==> config.mk <==
export PLATFORM = sky130hd
export DESIGN_NAME = timed_byte_transmitter_top
export DESIGN_NICKNAME = d
export VERILOG_FILES = /design/src/sv/tbt_pkg.sv /design/src/sv/tbt_ram.sv /design/src/sv/timed_byte_transmitter_top.sv
export SDC_FILE = /design/constraint.sdc
export NUM_CORES = 1
export LEC_CHECK = 0
export ABC_AREA = 1
export BUFFER_PORTS_ARGS = -buffer_cell sky130_fd_sc_hd__buf_2
export CAP_MARGIN = 20
export CORE_MARGIN = 4
export CORE_UTILIZATION = 65
export CTS_CLUSTER_SIZE = 24
export DETAILED_ROUTE_END_ITERATION = 16
export PLACE_DENSITY = 0.92
export SETUP_SLACK_MARGIN = 0.1
export SYNTH_ARGS = -nofsm -noshare
export SYNTH_HDL_FRONTEND = slang
export SYNTH_SLANG_ARGS = --single-unit
==> constraint.sdc <==
create_clock -name i_clk -period 9.6 [get_ports i_clk]
set_input_delay 0.96 -clock i_clk [delete_from_list [all_inputs] [get_ports i_clk]]
set_output_delay 0.96 -clock i_clk [all_outputs]
set_load 0.05 [all_outputs]
==> src/sv/tbt_pkg.sv <==
// ============================================================================
// Timed byte transmitter package
// Shared request codes and fixed constants for the timed byte transmitter.
// ============================================================================
package tbt_pkg;

    // Request kinds carried on the input stream.
    typedef enum logic [2:0] {
        REQ_TICK     = 3'd0,
        REQ_RD_WORD  = 3'd1,
        REQ_RD_BYTE  = 3'd2,
        REQ_WR_WORD  = 3'd3,
        REQ_WR_BYTE  = 3'd4
    } t_req;

    // Field widths of one request and one result.
    localparam int unsigned REQ_W    = 3;
    localparam int unsigned OFF_W    = 5;
    localparam int unsigned DATA_W   = 32;
    localparam int unsigned DELAY_W  = 16;
    localparam int unsigned BYTE_W   = 8;

    // The buffer is split into four byte lanes of one word each row.
    localparam int unsigned NUM_LANES = 4;

    // Control word occupies the first bytes of the window.
    localparam logic [OFF_W-1:0]   CTRL_BYTES  = 5'd4;
    localparam logic [DELAY_W-1:0] DELAY_RESET = 16'd1000;
    localparam logic [DELAY_W-1:0] DELAY_MAX   = 16'hFFFF;

endpackage

==> src/sv/tbt_ram.sv <==
// ============================================================================
// Generic single-port-write RAM
// One write port and one read port with a registered read data output.
// ============================================================================
module tbt_ram #(
    parameter int unsigned WIDTH = 8,
    parameter int unsigned DEPTH = 4
) (
    input  logic                                   i_clk,
    input  logic                                   i_wr_en,
    input  logic [((DEPTH > 1) ? $clog2(DEPTH) : 1)-1:0] i_wr_addr,
    input  logic [WIDTH-1:0]                       i_wr_data,
    input  logic                                   i_rd_en,
    input  logic [((DEPTH > 1) ? $clog2(DEPTH) : 1)-1:0] i_rd_addr,
    output logic [WIDTH-1:0]                       o_rd_data
);

    logic [WIDTH-1:0] r_mem [DEPTH];

    // Write port.
    always_ff @(posedge i_clk) begin
        if (i_wr_en) begin
            r_mem[i_wr_addr] <= i_wr_data;
        end
    end

    // Registered read port; returns the contents before a same-cycle write.
    always_ff @(posedge i_clk) begin
        if (i_rd_en) begin
            o_rd_data <= r_mem[i_rd_addr];
        end
    end

endmodule

==> src/sv/timed_byte_transmitter_top.sv <==
// ============================================================================
// Timed byte transmitter
// Memory-mapped control word and transmit buffer; ticks release buffer bytes
// one per tick once the armed delay has passed.
// ============================================================================
// A request accepted on the slave side passes through the request stage, where
// the buffer lanes are read, and then the result register before its result
// is valid on the master side.
// Throughput: one request per cycle while the result stream is not stalled; the
// buffer lane RAMs take one read and one write per cycle and a write-to-read bypass covers back-to-back accesses.
// Reset (synchronous, active low) disarms the device, clears both counters,
// loads start_delay with 1000 and clears the per-byte valid flags, so the
// buffer reads as zero at once without a clearing pass.
module timed_byte_transmitter_top #(
    parameter int unsigned BUF_BYTES = 16
) (
    input  logic        i_clk,
    input  logic        i_rst_n,

    // Request stream.
    input  logic        i_s_axis_tvalid,
    output logic        o_s_axis_tready,
    input  logic [39:0] i_s_axis_tdata,   // [4:0] offset, [36:5] write_data, rest zero
    input  logic [2:0]  i_s_axis_tuser,   // [2:0] req_type

    // Result stream.
    output logic        o_m_axis_tvalid,
    input  logic        i_m_axis_tready,
    output logic [47:0] o_m_axis_tdata,   // [31:0] read_data, [32] tx_valid,
                                          // [40:33] tx_byte, [41] busy_res, rest zero

    // Configuration write channel (start_delay).
    input  logic        i_cfg_valid,
    output logic        o_cfg_ready,
    input  logic [15:0] i_cfg_data
);

    localparam int unsigned LANES      = tbt_pkg::NUM_LANES;
    localparam int unsigned LANE_DEPTH = (BUF_BYTES + LANES - 1) / LANES;
    localparam int unsigned LAW        = (LANE_DEPTH > 1) ? $clog2(LANE_DEPTH) : 1;
    localparam int unsigned BI_W       = $clog2(BUF_BYTES);
    localparam int unsigned BW         = (BI_W > tbt_pkg::OFF_W) ? BI_W : tbt_pkg::OFF_W;

    // ------------------------------------------------------------------------
    // Declarations
    // ------------------------------------------------------------------------
    logic                          s_acc;
    logic                          s1_adv;

    logic [tbt_pkg::REQ_W-1:0]     in_req;
    logic [tbt_pkg::OFF_W-1:0]     in_off;
    logic [tbt_pkg::OFF_W-1:0]     in_pos;
    logic                          in_ctrl;
    logic                          in_word;
    logic [BW-1:0]                 in_base;
    logic [LAW-1:0]                rd_addr  [LANES];
    logic                          rd_inr   [LANES];

    // Configuration and device state.
    logic [tbt_pkg::DELAY_W-1:0]   r_start_delay;
    logic                          r_armed,       n_armed;
    logic [BI_W-1:0]               r_byte_index,  n_byte_index;
    logic [tbt_pkg::DELAY_W-1:0]   r_delay_count, n_delay_count;
    logic [LANE_DEPTH-1:0]         r_vld [LANES];

    // Request stage.
    logic                          r_s1_valid;
    logic [tbt_pkg::REQ_W-1:0]     r_s1_req;
    logic [tbt_pkg::OFF_W-1:0]     r_s1_pos;
    logic                          r_s1_ctrl;
    logic [tbt_pkg::DATA_W-1:0]    r_s1_wdata;
    logic [LAW-1:0]                r_s1_laddr [LANES];
    logic                          r_s1_inr   [LANES];
    logic                          r_s1_vld   [LANES];
    logic                          r_byp_hit  [LANES];
    logic [tbt_pkg::BYTE_W-1:0]    r_byp_data [LANES];
    logic [tbt_pkg::BYTE_W-1:0]    ram_q      [LANES];
    logic [tbt_pkg::BYTE_W-1:0]    lane_byte  [LANES];

    // Buffer writes issued by the request stage.
    logic                          wr_en   [LANES];
    logic [tbt_pkg::BYTE_W-1:0]    wr_data [LANES];

    // Result of the request stage.
    logic [tbt_pkg::DATA_W-1:0]    res_rd;
    logic                          res_txv;
    logic [tbt_pkg::BYTE_W-1:0]    res_txb;
    logic [tbt_pkg::DELAY_W-1:0]   tick_delay;

    // Result register.
    logic                          r_out_valid;
    logic [47:0]                   r_out_data;

    // ------------------------------------------------------------------------
    // Handshakes
    // ------------------------------------------------------------------------
    assign s1_adv          = r_s1_valid && (!r_out_valid || i_m_axis_tready);
    assign o_s_axis_tready = !r_s1_valid || s1_adv;
    assign s_acc           = i_s_axis_tvalid && o_s_axis_tready;
    assign o_cfg_ready     = 1'b1;
    assign o_m_axis_tvalid = r_out_valid;
    assign o_m_axis_tdata  = r_out_data;

    // ------------------------------------------------------------------------
    // Request decode and lane read addresses at accept time
    // ------------------------------------------------------------------------
    assign in_req  = i_s_axis_tuser;
    assign in_off  = i_s_axis_tdata[4:0];
    assign in_ctrl = in_off < tbt_pkg::CTRL_BYTES;
    assign in_pos  = in_ctrl ? '0 : (in_off - tbt_pkg::CTRL_BYTES);
    assign in_word = (in_req == tbt_pkg::REQ_RD_WORD) || (in_req == tbt_pkg::REQ_WR_WORD);
    // A tick reads the byte that the state after the request ahead points at.
    assign in_base = (in_req == tbt_pkg::REQ_TICK) ? BW'(n_byte_index) : BW'(in_pos);

    for (genvar l = 0; l < LANES; l++) begin : g_lane_addr
        logic [1:0]    lane_ofs;
        logic [BW-1:0] lane_b;

        // Byte of the word that falls into this lane.
        assign lane_ofs   = 2'(l) - in_pos[1:0];
        assign lane_b     = in_word ? (BW'(in_pos) + BW'(lane_ofs)) : in_base;
        assign rd_addr[l] = LAW'(lane_b >> 2);
        assign rd_inr[l]  = {1'b0, lane_b} < (BW + 1)'(BUF_BYTES);
    end

    // ------------------------------------------------------------------------
    // Buffer lane memories
    // ------------------------------------------------------------------------
    for (genvar l = 0; l < LANES; l++) begin : g_lane_ram
        tbt_ram #(
            .WIDTH (tbt_pkg::BYTE_W),
            .DEPTH (LANE_DEPTH)
        ) u_ram (
            .i_clk     (i_clk),
            .i_wr_en   (wr_en[l]),
            .i_wr_addr (r_s1_laddr[l]),
            .i_wr_data (wr_data[l]),
            .i_rd_en   (s_acc),
            .i_rd_addr (rd_addr[l]),
            .o_rd_data (ram_q[l])
        );

        // Never-written bytes read as zero; a write in the accept cycle is forwarded.
        assign lane_byte[l] = r_byp_hit[l]                 ? r_byp_data[l] :
                              (r_s1_inr[l] && r_s1_vld[l]) ? ram_q[l]      : '0;
    end

    // ------------------------------------------------------------------------
    // Request stage registers
    // ------------------------------------------------------------------------
    always_ff @(posedge i_clk) begin
        if (!i_rst_n) begin
            r_s1_valid <= 1'b0;
        end else if (o_s_axis_tready) begin
            r_s1_valid <= i_s_axis_tvalid;
        end
    end

    always_ff @(posedge i_clk) begin
        if (s_acc) begin
            r_s1_req   <= in_req;
            r_s1_pos   <= in_pos;
            r_s1_ctrl  <= in_ctrl;
            r_s1_wdata <= i_s_axis_tdata[36:5];
            for (int l = 0; l < LANES; l++) begin
                r_s1_laddr[l] <= rd_addr[l];
                r_s1_inr[l]   <= rd_inr[l];
                r_s1_vld[l]   <= rd_inr[l] ? r_vld[l][rd_addr[l]] : 1'b0;
                r_byp_hit[l]  <= wr_en[l] && rd_inr[l] && (r_s1_laddr[l] == rd_addr[l]);
                r_byp_data[l] <= wr_data[l];
            end
        end
    end

    // ------------------------------------------------------------------------
    // Request processing: state update, buffer writes and result
    // ------------------------------------------------------------------------
    assign tick_delay = (r_delay_count < tbt_pkg::DELAY_MAX) ? (r_delay_count + 16'd1)
                                                             : r_delay_count;

    always_comb begin
        n_armed       = r_armed;
        n_byte_index  = r_byte_index;
        n_delay_count = r_delay_count;
        res_rd        = '0;
        res_txv       = 1'b0;
        res_txb       = '0;
        for (int l = 0; l < LANES; l++) begin
            wr_en[l]   = 1'b0;
            wr_data[l] = 8'(r_s1_wdata >> {2'(l) - r_s1_pos[1:0], 3'b000});
        end

        if (s1_adv) begin
            unique case (tbt_pkg::t_req'(r_s1_req))
                tbt_pkg::REQ_TICK: begin
                    if (r_armed) begin
                        n_delay_count = tick_delay;
                        if (tick_delay > r_start_delay) begin
                            res_txv = 1'b1;
                            res_txb = lane_byte[r_byte_index[1:0]];
                            if (r_byte_index == BI_W'(BUF_BYTES - 1)) begin
                                n_armed       = 1'b0;
                                n_byte_index  = '0;
                                n_delay_count = '0;
                            end else begin
                                n_byte_index = r_byte_index + 1'b1;
                            end
                        end
                    end
                end
                tbt_pkg::REQ_RD_WORD: begin
                    if (r_s1_ctrl) begin
                        res_rd = {31'd0, r_armed};
                    end else begin
                        for (int i = 0; i < LANES; i++) begin
                            res_rd[8*i +: 8] = lane_byte[2'(r_s1_pos[1:0] + 2'(i))];
                        end
                    end
                end
                tbt_pkg::REQ_RD_BYTE: begin
                    res_rd = r_s1_ctrl ? {31'd0, r_armed}
                                       : {24'd0, lane_byte[r_s1_pos[1:0]]};
                end
                tbt_pkg::REQ_WR_WORD: begin
                    if (r_s1_ctrl) begin
                        n_armed = 1'b1;
                    end else begin
                        for (int l = 0; l < LANES; l++) begin
                            wr_en[l] = r_s1_inr[l];
                        end
                    end
                end
                tbt_pkg::REQ_WR_BYTE: begin
                    if (r_s1_ctrl) begin
                        n_armed = 1'b1;
                    end else begin
                        for (int l = 0; l < LANES; l++) begin
                            wr_en[l]   = r_s1_inr[l] && (r_s1_pos[1:0] == 2'(l));
                            wr_data[l] = r_s1_wdata[7:0];
                        end
                    end
                end
                default: begin
                end
            endcase
        end
    end

    // ------------------------------------------------------------------------
    // Device state and configuration
    // ------------------------------------------------------------------------
    always_ff @(posedge i_clk) begin
        if (!i_rst_n) begin
            r_start_delay <= tbt_pkg::DELAY_RESET;
            r_armed       <= 1'b0;
            r_byte_index  <= '0;
            r_delay_count <= '0;
            for (int l = 0; l < LANES; l++) begin
                r_vld[l] <= '0;
            end
        end else begin
            if (i_cfg_valid) begin
                r_start_delay <= i_cfg_data;
            end
            r_armed       <= n_armed;
            r_byte_index  <= n_byte_index;
            r_delay_count <= n_delay_count;
            for (int l = 0; l < LANES; l++) begin
                if (wr_en[l]) begin
                    r_vld[l][r_s1_laddr[l]] <= 1'b1;
                end
            end
        end
    end

    // ------------------------------------------------------------------------
    // Result register
    // ------------------------------------------------------------------------
    always_ff @(posedge i_clk) begin
        if (!i_rst_n) begin
            r_out_valid <= 1'b0;
        end else if (s1_adv) begin
            r_out_valid <= 1'b1;
        end else if (i_m_axis_tready) begin
            r_out_valid <= 1'b0;
        end
    end

    always_ff @(posedge i_clk) begin
        if (s1_adv) begin
            r_out_data <= {6'd0, n_armed, res_txb, res_txv, res_rd};
        end
    end

    // ------------------------------------------------------------------------
    // Assertions
    // ------------------------------------------------------------------------
    // The byte pointer only moves while armed and is cleared on disarm.
    a_index_needs_armed : assert property (
        @(posedge i_clk) disable iff (!i_rst_n)
        (r_byte_index != '0) |-> r_armed
    ) else $error("byte index nonzero while disarmed");

    // The delay counter is cleared whenever the device disarms.
    a_delay_needs_armed : assert property (
        @(posedge i_clk) disable iff (!i_rst_n)
        (r_delay_count != '0) |-> r_armed
    ) else $error("delay counter nonzero while disarmed");

    // A processed request always lands in the result register.
    a_adv_fills_out : assert property (
        @(posedge i_clk) disable iff (!i_rst_n)
        s1_adv |=> r_out_valid
    ) else $error("processed request lost before the result register");

endmodule

* After elaboration in Yosys (flattened, before gate mapping)
Memory sizes are Yosys's and may differ from the RTL's. A register that Yosys moved wholly into a read port is not among the register bits.
Cells that the tools add are included.
** Storage, ports and cells
- Memories :: 10
- RAM bits :: 196
- Input port bits :: 64
- Register bits after elaboration :: 119
** Cells by class
- Equal/unequal tests :: 14
- Shift operators :: 4
- Bitwise gates (word level) :: 21
- Add/subtract/negate cells :: 18
- Reductions and logical operators :: 35
- Multiplexer cells :: 111
- Magnitude comparators :: 24
** Memories
- g_lane_ram[0].u_ram.r_mem :: words 4, bits a word 8, rd ports 1, clocked after Yosys merged registers in 1, write ports 1, line tbt_ram.sv:18 : logic [WIDTH-1:0] r_mem [DEPTH];
- g_lane_ram[1].u_ram.r_mem :: words 4, bits a word 8, rd ports 1, clocked after Yosys merged registers in 1, write ports 1, line tbt_ram.sv:18
- g_lane_ram[2].u_ram.r_mem :: words 4, bits a word 8, rd ports 1, clocked after Yosys merged registers in 1, write ports 1, line tbt_ram.sv:18
- g_lane_ram[3].u_ram.r_mem :: words 4, bits a word 8, rd ports 1, clocked after Yosys merged registers in 1, write ports 1, line tbt_ram.sv:18
- r_byp_data :: words 4, bits a word 8, rd ports 4, clocked after Yosys merged registers in 0, write ports 4, line timed_byte_transmitter_top.sv:76 : logic [tbt_pkg::BYTE_W-1:0] r_byp_data [LANES];
- r_vld :: words 4, bits a word 4, rd ports 4, clocked after Yosys merged registers in 0, write ports 4, line timed_byte_transmitter_top.sv:64 : logic [LANE_DEPTH-1:0] r_vld [LANES];
- +4 memories
** Operator list (count)
- 8-bit two-way mux :: 19
- 32-bit two-way mux :: 4
- 32-bit by 5-bit >> shifter with 8-bit output :: 4
- 8-bit binary-select mux with 2-bit select :: 5
- 32-bit case mux with 2 select lines :: 1
- 1-bit two-way mux :: 51
- 16-bit two-way mux :: 3
- 4-bit two-way mux :: 12
- 5-bit two-way mux :: 6
- 2-bit by 3-bit less-than comparator with 1-bit output, second input constant :: 8
- 1-bit logical AND :: 22
- 5-bit by 2-bit adder with 5-bit output :: 4
- 5-bit less-than comparator, second input constant :: 4
- 16-bit by 1-bit adder with 16-bit output, second input constant :: 1
- 16-bit > comparator :: 1
- 16-bit less-than comparator, second input constant :: 1
- 1-bit OR :: 16
- 3-bit >= comparator, second input constant :: 5
- 2-bit inverter with 3-bit output :: 5
- 3-bit by 2-bit equality test with 1-bit output, second input constant :: 3
- 1-bit binary-select mux with 2-bit select :: 4
- 1-bit demux with 2-bit select :: 4
- 2-bit equality test :: 4
- 2-bit by 1-bit >= comparator with 1-bit output, second input constant :: 4
- 22 further kinds :: 36

* Logic depth before layout (Yosys ltp)
Gate-level depths: netlist (run 1).
- Depth after elaboration :: 12
- Mapped depth :: 28
- Depth with buffers taken out :: 27

* Hierarchy
From an unflattened synthesis (run 1), not the netlist that was laid out.
** Second synthesis, totals
- Cell total of the unflattened synthesis :: 1848
- Area total of the unflattened synthesis :: 16746.1 µm²
** By module, submodules not included
- timed_byte_transmitter_top :: instances 1, sequential area each 5104.9 µm², area an instance 10234.8 µm², cells an instance 1284
- tbt_ram :: instances 4, sequential area each 1201.2 µm², area an instance 1627.8 µm², cells an instance 141

* Least setup slack after synthesis (run 1)
No wires, ideal clock.
- Path kind :: input-to-reg
- From :: in i_m_axis_tready
- To :: reg g_lane_ram[0].u_ram.o_rd_data[0], read port of g_lane_ram[0].u_ram.r_mem, enable pin
- Library setup time :: 0.475 ns
- Path buffers :: 0
- Arrival :: 3.913 ns
- Slack :: 5.213 ns
- Stages :: 4
- Cells stage by stage :: inv_1 > nand3_1 > nand2_1 > inv_1
** Between the ends
- Elaborated cells between the ends (all ways) :: 7
- Those cells by class :: mux (3); reduce/logical (4)
** RTL lines
- start, declared :: line timed_byte_transmitter_top.sv:28 : input logic i_m_axis_tready,
- 1-bit logical OR :: line timed_byte_transmitter_top.sv:97 : assign s1_adv = r_s1_valid && (!r_out_valid || i_m_axis_tready);
- 1-bit logical AND :: line timed_byte_transmitter_top.sv:97
- 1-bit logical OR :: line timed_byte_transmitter_top.sv:98 : assign o_s_axis_tready = !r_s1_valid || s1_adv;
- net o_s_axis_tready :: line timed_byte_transmitter_top.sv:22 : output logic o_s_axis_tready,
- 1-bit logical AND :: line timed_byte_transmitter_top.sv:99 : assign s_acc = i_s_axis_tvalid && o_s_axis_tready;
- net g_lane_ram[0].u_ram.i_rd_en :: line tbt_ram.sv:13 : input logic i_rd_en,
- end, declared :: line tbt_ram.sv:15 : output logic [WIDTH-1:0] o_rd_data
The timed path passes the listed nets, and every way through them passes these cells.
A chain may end at the register's enable or synchronous reset.

* Final worst setup path (run 1)
- From :: reg r_delay_count[0] in the netlist's numbering
- To :: reg g_lane_ram[0].u_ram.o_rd_data[1], read port of g_lane_ram[0].u_ram.r_mem, data pin
** Between the ends
- Word-level cells in the longest chain between the ends :: 9
- Elaborated cells between the ends (all ways) :: 10
- Those cells by class :: add/sub (1); order compare (2); mux (7)
** RTL lines
- start, declared :: line timed_byte_transmitter_top.sv:63 : logic [tbt_pkg::DELAY_W-1:0] r_delay_count, n_delay_count;
- start signal, assigned :: line timed_byte_transmitter_top.sv:267 : r_delay_count <= n_delay_count;
- 16-bit by 1-bit adder with 16-bit output / 16-bit less-than comparator (equally long branches) :: line timed_byte_transmitter_top.sv:178 : assign tick_delay = (r_delay_count < tbt_pkg::DELAY_MAX) ? (r_delay_count + 16'd1)
- 16-bit two-way mux (*) :: line timed_byte_transmitter_top.sv:178
- 16-bit > comparator (*) :: line timed_byte_transmitter_top.sv:198 : if (tick_delay > r_start_delay) begin
- 4-bit two-way mux (*) :: line timed_byte_transmitter_top.sv:198
- 4-bit two-way mux (*) :: line timed_byte_transmitter_top.sv:196 : if (r_armed) begin
- 4-bit two-way mux (*) :: line timed_byte_transmitter_top.sv:194 : unique case (tbt_pkg::t_req'(r_s1_req))
- 4-bit two-way mux (*) :: line timed_byte_transmitter_top.sv:193 : if (s1_adv) begin
- 5-bit two-way mux (*) :: line timed_byte_transmitter_top.sv:113 : assign in_base = (in_req == tbt_pkg::REQ_TICK) ? BW'(n_byte_index) : BW'(in_pos);
- 5-bit two-way mux (*) :: line timed_byte_transmitter_top.sv:121 : assign lane_b = in_word ? (BW'(in_pos) + BW'(lane_ofs)) : in_base;
Mark *: on every way between the ends. The rest lies on a longest branch, timed or not.

==> metrics.md, run 1 <==
| Metric | Value |
|---|---|
| Setup CP Type | `reg -> reg` |
| Number of buffers created by CTS | `35` |
| P per Cell Area | `192 mW/mm2` |
| Outcome | `finished clean` |
| WL/cell | `18.8 um` |
| Clock-pin slew of the registers on the worst-case setup and hold paths | `60 ps` |
| Number of instances in the synthesized netlist | `1702` |
| Core Area | `0.0245 mm2` |
| Number of fillers in the final layout | `1533` |
| Max Cap Viol | `0` |
| Total DRC errors in the routed layout | `0` |
| IO Pins | `115` |
| Total setup violations reported at the end of the flow | `0` |
| Worst-margin pin slew | `~1100 ps` |
| Diodes inserted | `0` |
| Summed area of non-filler cells in the final layout | `around 0.018 mm2` |
| TritonCTS clock tree | `built` |
| Peak ir drop on the vdd network | `~0.15 mV` |
| Largest family of logic cells by synthesized area | `simple AND/OR/NAND/NOR gates` |
| Worst Path Max Fanout | `59` |
| Wire length reported by the detailed router | `40.3 mm` |
| Total routing usage reported by global routing | `0.284` |
| Fraction of the yosys area taken by sequential cells | `0.610` |
| Synth async-reset ratio | `0` |
| Mux cell area share after synthesis | `0` |
| Count of flip-flops with a built-in enable after synthesis | `a little under 300` |
| Endpoints failing hold | `0` |
| Buffers & Inverters on Critical Path | `3` |
| Ratio of final minimum period to clock period | `0.559` |
| Initial Util | `0.664` |
| Count of routing violations after the opening detailed-route iteration | `between 1500 and 2000` |
| Kind of end point of the critical path | `flop` |
| Clk_lat worst skew | `520 ps` |
| Buffers added on ports | `104` |
| Tot Pwr | `between 3 and 4 mW` |
| Die Height | `166 um` |
| Worst path cell trace | `ha_1 > inv_1 > nor2_2 > nand3_1 > nor3_1 > inv_1 > nor3_2 > nand2_1 > nand3_1 > nor2_1 > xor2_1 > ha_1 > nand2_1 > nor2_1 > nand4_1 > nor2_1 > a21oi_2 > nand4_1 > nand3_2 > nand2_2 > buf_4 > nand2_1 > o21ai_0 > o21ai_1` |
| DP Wirelength | `26.7 mm` |
| Number of global-route vias before repair | `12500` |
| Layout cells sized above 1 | `0.116` |
| Unrepaired setup endpoints after global routing | `no` |
| Post-synthesis cell area | `0.0163 mm2` |
| Std-Cell Rows | `57` |
| Sum of overflow across all layers after global routing | `0` |
| Adder-cell area share of the yosys netlist | `0.0192` |
| Post-CTS repair timing setup buffer count | `0` |
| Number of H-tree branching levels | `2` |
| Vias post-DR | `12800` |
| Kind of launch point of the worst setup path | `flop` |
| Clock root buffer master | `clkbuf_16` |
| Worst path top cell family by delay | `simple AND/OR/NAND/NOR gates` |
| Setup Skew | `15.8 ps` |
| Post-synthesis cell type count | `45` |
| Wire length of the first global-routing pass | `63.4 mm` |
| Synth Register Bits | `between 300 and 400` |
| Maximum clock frequency | `between 0.15 and 0.2 GHz` |
| Num Clock Sinks | `roughly 350` |
| Compound-Gate Fraction of Synth Area | `0.124` |
| Ys Warns | `0` |
| Number of antenna violations at the first check in global routing | `1` |
| HP Class | `reg -> reg` |
| Die area | `0.0276 mm2` |
| Most used flip-flop cell after synthesis | `edfxtp_1` |
| Post-placement cell area | `0.0169 mm2` |
| Maximum number of pins on one net before global-route repair | `77` |
| Syn_area_per_cell | `9.55 um2` |
| Area growth, synth to finish | `11.3%` |
| Routability Congestion | `0.917` |
| Post-synthesis simple-gate area fraction | `0.175` |
| CP max stage cell | `nand2_1` |
| Lkg Pwr | `7.27 nW` |
| Hold Buf Count CTS | `0` |
| Crit path required time | `9870 ps` |
| Sum Neg Setup Slack | `0 ps` |
| Count of TritonRoute iterations in the first routing pass | `7` |
| Worst rel slew slack | `0.246` |
| Number of instances resized during post-cts repair | `0` |
| Number of antenna-violating nets in the routed design | `0` |
| Mean number of vias per cell | `5.99` |
| Die Span X | `about 170 um` |
| Clock tree buffer depth | `3` |
| Shortest period the worst path allows | `5360 ps` |
| Final Max Tran Viols | `0` |
| Biggest cell delay along the critical path | `640 ps` |
| Xor and xnor fraction of the mapped netlist area | `0.00970` |
| Arr. time, crit path | `between 5000 and 6000 ps` |
| Net count, final | `1876` |
per-stage QoR:
stage               setup slack, ps  instances  hold slack [ps]   util
floorplan                      5210       1707              435      -
global placement               4730       2067              447  0.692
detailed placement             4530       2071              458  0.693
CTS                            4440       2135              467  0.738
global route                   3950       2138              491  0.739
finish                         4240       2138              465  0.739
logic make-up after synthesis:
| logic type | count (synthesis) |
|---|---|
| simple gates | 688 |
| buf+inv | 247 |
| flops | 347 |
| xor+xnor | 18 |
| other cells | 2 |
| compound gates | 375 |
| fa+ha+maj | 25 |
final cells by class:
type | instances | area, um2 | area share
sequential | 347 | 9910 | 0.548
inverter | 166 | 626 | 0.0346
tap | 324 | 405 | 0.0224
timing repair buffer | 124 | 686 | 0.0379
clock inverter | 15 | 128 | 0.00706
multi-input combinational | 1113 | 5360 | 0.296
clock buffer | 49 | 968 | 0.0536
tightest hold or removal path: cells and delay by family (launching register included):
family	cells	cell delay, ps
buffers and inverters	1	60
AOI/OAI and AO/OA	1	60
DFF	1	290
placed cells by master, fill, tap and decap left out, drive strengths merged, types with 25 or more instances in the layout:
cell type / n
a21oi: 131
buf: 122
clkbuf: 51
dfxtp: 51
edfxtp: 296
ha: 25
inv: 169
nand2: 430
nand3: 63
nor2: 134
nor3: 35
o21ai: 196
Yosys cell counts, types with 2 or more instances:
| library cell | count | area (um2) |
|---|---|---|
| o21a_1 | 18 | 135 |
| a21oi_4 | 2 | 32.5 |
| inv_2 | 4 | 15.0 |
| clkbuf_1 | 49 | 184 |
| buf_2 | 8 | 40.0 |
| nand4_1 | 11 | 68.8 |
| xnor2_1 | 9 | 78.8 |
| nand3_2 | 2 | 20.0 |
| a22oi_1 | 3 | 22.5 |
| nor2_4 | 2 | 22.5 |
| buf_4 | 11 | 82.6 |
| or2_2 | 11 | 68.8 |
| xor2_1 | 9 | 78.8 |
| nand2_1 | 424 | 1590 |
| inv_1 | 161 | 604 |
| nor2_1 | 130 | 488 |
| dfxtp_1 | 51 | 1020 |
| nand2_2 | 5 | 31.3 |
| nand3_1 | 61 | 305 |
| nor2_2 | 2 | 12.5 |
| buf_1 | 10 | 37.5 |
| conb_1 | 2 | 7.51 |
| nor3_1 | 33 | 165 |
| edfxtp_1 | 296 | 8890 |
| o21ai_0 | 178 | 891 |
| o211ai_1 | 2 | 15.0 |
| ha_1 | 25 | 313 |
| o22ai_1 | 15 | 93.8 |
| buf_6 | 3 | 33.8 |
| o21ai_1 | 17 | 85.1 |
| a211oi_1 | 7 | 52.6 |
| a21oi_1 | 128 | 641 |
where the power goes:
part           internal [mW]  switching (mW)  total, mW
Sequential              1.73          0.0254       1.75
Clock                  0.741           0.567       1.31
Combinational          0.104           0.315      0.419
Total                   2.57           0.907       3.48
metal layers:
layer | share of wire | GRT usage | vias to the layer above
li1 | - | - | 5928
met1 | 0.35 | 0.340 | 5856
met2 | 0.49 | 0.491 | 848
met3 | 0.11 | 0.0659 | 181
met4 | 0.048 | 0.131 | 2
met5 | 0.00050 | 0 | -
state kept, by name, summed over array words and instances, names as in the netlist, 8 cells and up, named ones only:
name and count:
r_delay_count 16, r_start_delay 16, g_lane_ram.u_ram.r_mem 128, r_s1_laddr 8
o_m_axis_tdata 42, g_lane_ram.u_ram.o_rd_data 32, r_vld 16, r_s1_wdata 32
r_byp_data 32
path summary, 6_finish.rpt:
kind / end / slack [ps] / start / cells past startpoint
max reg2reg: g_lane_ram[0].u_ram.o_rd_data[1] / 4240 / r_delay_count[0] / 24
min: r_start_delay[11] / 470 / r_start_delay[11] / 2
min reg2reg: r_start_delay[11] / 470 / r_start_delay[11] / 2
max: g_lane_ram[0].u_ram.o_rd_data[1] / 4240 / r_delay_count[0] / 24
No activity file was read; power rests on OpenSTA's default activity.
==> run 2, diff against run 1 <==
--- a/config.mk
+++ b/config.mk
@@ -9,10 +9,10 @@
 export BUFFER_PORTS_ARGS = -buffer_cell sky130_fd_sc_hd__buf_2
 export CAP_MARGIN = 20
 export CORE_MARGIN = 4
-export CORE_UTILIZATION = 65
+export CORE_UTILIZATION = 61
 export CTS_CLUSTER_SIZE = 24
 export DETAILED_ROUTE_END_ITERATION = 16
-export PLACE_DENSITY = 0.92
+export PLACE_DENSITY = 0.87
 export SETUP_SLACK_MARGIN = 0.1
 export SYNTH_ARGS = -nofsm -noshare
 export SYNTH_HDL_FRONTEND = slang
==> constraint.sdc (replaced) <==
create_clock -name i_clk -period 5.3 [get_ports i_clk]
set_input_delay 0.53 -clock i_clk [delete_from_list [all_inputs] [get_ports i_clk]]
set_output_delay 0.53 -clock i_clk [all_outputs]
set_load 0.05 [all_outputs]
==> metrics.md, run 2 (same netlist as run 1, synthesis figures left out) <==
| Metric | Value |
|---|---|
| Number of H-tree branching levels | `2` |
| WL/cell | `around 18 um` |
| Flip-flop count of the largest register after layout | `128` |
| Number of antenna-violating nets in the routed design | `0` |
| Crit path required time | `between 5000 and 6000 ps` |
| Max Cap Viol | `0` |
| Worst path cell trace | `ha_1 > inv_1 > nor2_2 > nand3_1 > nor3_1 > inv_1 > nor3_2 > nand2_1 > nand3_1 > nor2_1 > xor2_1 > ha_1 > nand2_1 > nand2_1 > nand3_1 > nand2_1 > a21oi_1 > a21oi_2 > nand4_1 > nand3_2 > nand2_4 > nand2_1 > a21oi_1 > nor2_1` |
| Shortest period the worst path allows | `approximately 4800 ps` |
| Net count, final | `1881` |
| Worst-margin pin slew | `roughly 1000 ps` |
| Reg-to-reg endpoint | `g_lane_ram[2].u_ram.o_rd_data[1]` |
| Die area | `0.0293 mm2` |
| Vias post-DR | `12600` |
| Ratio of final minimum period to clock period | `0.899` |
| Count of routing violations after the opening detailed-route iteration | `1518` |
| HP Class | `in -> reg` |
| Fin util | `0.695` |
| Most frequent standard cell in the layout excluding fill and tap cells | `nand2_1` |
| Fin cells | `2154` |
| Worst path setup slack after routing | `535 ps` |
| Int Pwr | `~4.7 mW` |
| Min-Delay Startpoint | `i_s_axis_tdata[5]` |
| Sw Pwr | `1.61 mW` |
| Cell seen most often among critical-path stages | `nand2_1` |
| Clock root buffer master | `clkbuf_16` |
| Clk_lat worst skew | `520 ps` |
| Wire length of the first global-routing pass | `61.6 mm` |
| R2R depth | `24` |
| Diodes inserted | `0` |
| Sum of overflow across all layers after global routing | `0` |
| Lkg Pwr | `approximately 7.3 nW` |
| Buffers & Inverters on Critical Path | `2` |
| Power share of the sequential group | `0.501` |
| Setup CP Type | `reg -> reg` |
| P per Cell Area | `349 mW/mm2` |
| Clock-pin slew of the registers on the worst-case setup and hold paths | `approximately 60 ps` |
| Total routing usage reported by global routing | `0.265` |
| DP Wirelength | `26.8 mm` |
| Buffers added on ports | `104` |
| Net switching fraction of the power | `0.254` |
| Commonest cells after routing, fill and taps aside | `423 x nand2_1, 296 x edfxtp_1, 178 x o21ai_0` |
| Initial Util | `0.622` |
| Num Clock Sinks | `347` |
| Endpoints failing hold | `0` |
| Peak ir drop on the vdd network | `0.267 mV` |
| Die Span X | `approximately 170 um` |
| Kind of end point of the critical path | `flop` |
| Clock tree buffer depth | `3` |
| Number of buffers created by CTS | `36` |
| Routability Congestion | `a little under 0.9` |
| Core Area | `0.0261 mm2` |
| CP max stage cell | `nand2_1` |
| TritonCTS clock tree | `built` |
| Sum Neg Setup Slack | `0 ps` |
| Unrepaired setup endpoints after global routing | `yes` |
| Wire length reported by the detailed router | `38.7 mm` |
| Total instance count after detailed placement | `about 2100` |
| Arr. time, crit path | `5030 ps` |
| IO Pins | `115` |
| R2R Path Start | `r_delay_count[0]` |
| Maximum clock frequency | `0.210 GHz` |
| Die Height | `171 um` |
| Maximum number of pins on one net before global-route repair | `a little under 80` |
| Count of TritonRoute iterations in the first routing pass | `6` |
| Setup Skew | `between 15 and 20 ps` |
| Std-Cell Rows | `just under 60` |
| Number of global-route vias before repair | `12400` |
| Clock network fraction of total power | `0.382` |
| Number of antenna violations at the first check in global routing | `0` |
| Worst Path Max Fanout | `26` |
| Worst rel slew slack | `0.315` |
| Total DRC errors in the routed layout | `0` |
| Gate power share | `0.117` |
| Biggest cell delay along the critical path | `approximately 520 ps` |
| Final Max Tran Viols | `0` |
| Endpoint of the worst hold-timing path | `r_s1_wdata[0]` |
| Kind of launch point of the worst setup path | `flop` |
| Register-to-Register Setup Slack | `530 ps` |
| Area growth, synth to finish | `11.7%` |
| Total setup violations reported at the end of the flow | `0` |
| Setup Slack @ Placement | `between 300 and 400 ps` |
| Top register by number of flip-flops | `g_lane_ram.u_ram.r_mem` |
| Worst path top cell family by delay | `simple AND/OR/NAND/NOR gates` |
| Cells on Worst Hold Path | `1` |
| Layout cells sized above 1 | `0.118` |
| Mean number of vias per cell | `5.86` |
| Tot Pwr | `6.34 mW` |
| Outcome | `finished clean` |
-- run 2: cell types whose count changed in the layout (fill, tap and decap cells not counted), sizes merged --
| cell | change |
|---|---|
| clkbuf | -1 |
| clkinv | +1 |
| bufinv | +1 |
| buf | +6 |
| clkinvlp | +1 |
| inv | -3 |
-- run 2: repair_timing --
item,in CTS,in global routing
hold buffers,0,0
setup buffers,0,0
endpoints found under the setup margin,0,30
resized for setup,0,2
-- run 2: metal layers --
| layer | global-route usage | share of wire |
|---|---|---|
| met1 | 0.331 | 0.37 |
| met4 | 0.106 | 0.038 |
| met2 | 0.459 | 0.49 |
| met3 | 0.0503 | 0.10 |
| met5 | 0 | 0 |
-- run 2: worst max path at each step --
stage | startpoint | depth (start not counted) | endpoint
2_1_floorplan | o_m_axis_tvalid | 3 | g_lane_ram[0].u_ram.o_rd_data[0]
3_3_place_gp | r_delay_count[0] | 24 | g_lane_ram[1].u_ram.o_rd_data[1]
3_5_place_dp | r_delay_count[0] | 24 | g_lane_ram[1].u_ram.o_rd_data[4]
4_1_cts | r_delay_count[0] | 24 | g_lane_ram[1].u_ram.o_rd_data[4]
5_1_grt | r_delay_count[0] | 24 | g_lane_ram[3].u_ram.o_rd_data[6]
6_report | r_delay_count[0] | 24 | g_lane_ram[2].u_ram.o_rd_data[1]
-- run 2: layout make-up --
type                       count  area (um2)
sequential                   347        9910
fill                        1834        7970
multi-input combinational   1113        5370
clock buffer                  50         995
timing repair buffer         128         708
inverter                     166         626
tap                          335         419
clock inverter                15         134
-- run 2: per-stage QoR --
step	cell area [um2]	hold slack (ps)
6_report	18200	186
5_1_grt	18200	171
4_1_cts	18100	173
3_5_place_dp	17000	453
3_3_place_gp	17000	449
2_1_floorplan	16300	435
-- run 2: worst reg2reg max path, delay by kind of cell, from the launching register on --
family          cells  cell delay, ps
compound gates      3             750
xor+xnor            1             200
fa+ha+maj           2             490
flops               1             410
simple gates       16            2540
buf+inv             2             170
-- run 2: power by group through the flow --
stage / combinational [mW] / sequential [mW] / clock [mW]
3_3_place_gp: 0.684 / 3.22 / 0
5_1_grt: 0.820 / 3.18 / 2.56
3_5_place_dp: 0.722 / 3.23 / 0
4_1_cts: 0.731 / 3.18 / 2.44
6_report: 0.743 / 3.18 / 2.42
2_1_floorplan: 0.471 / 3.27 / 0
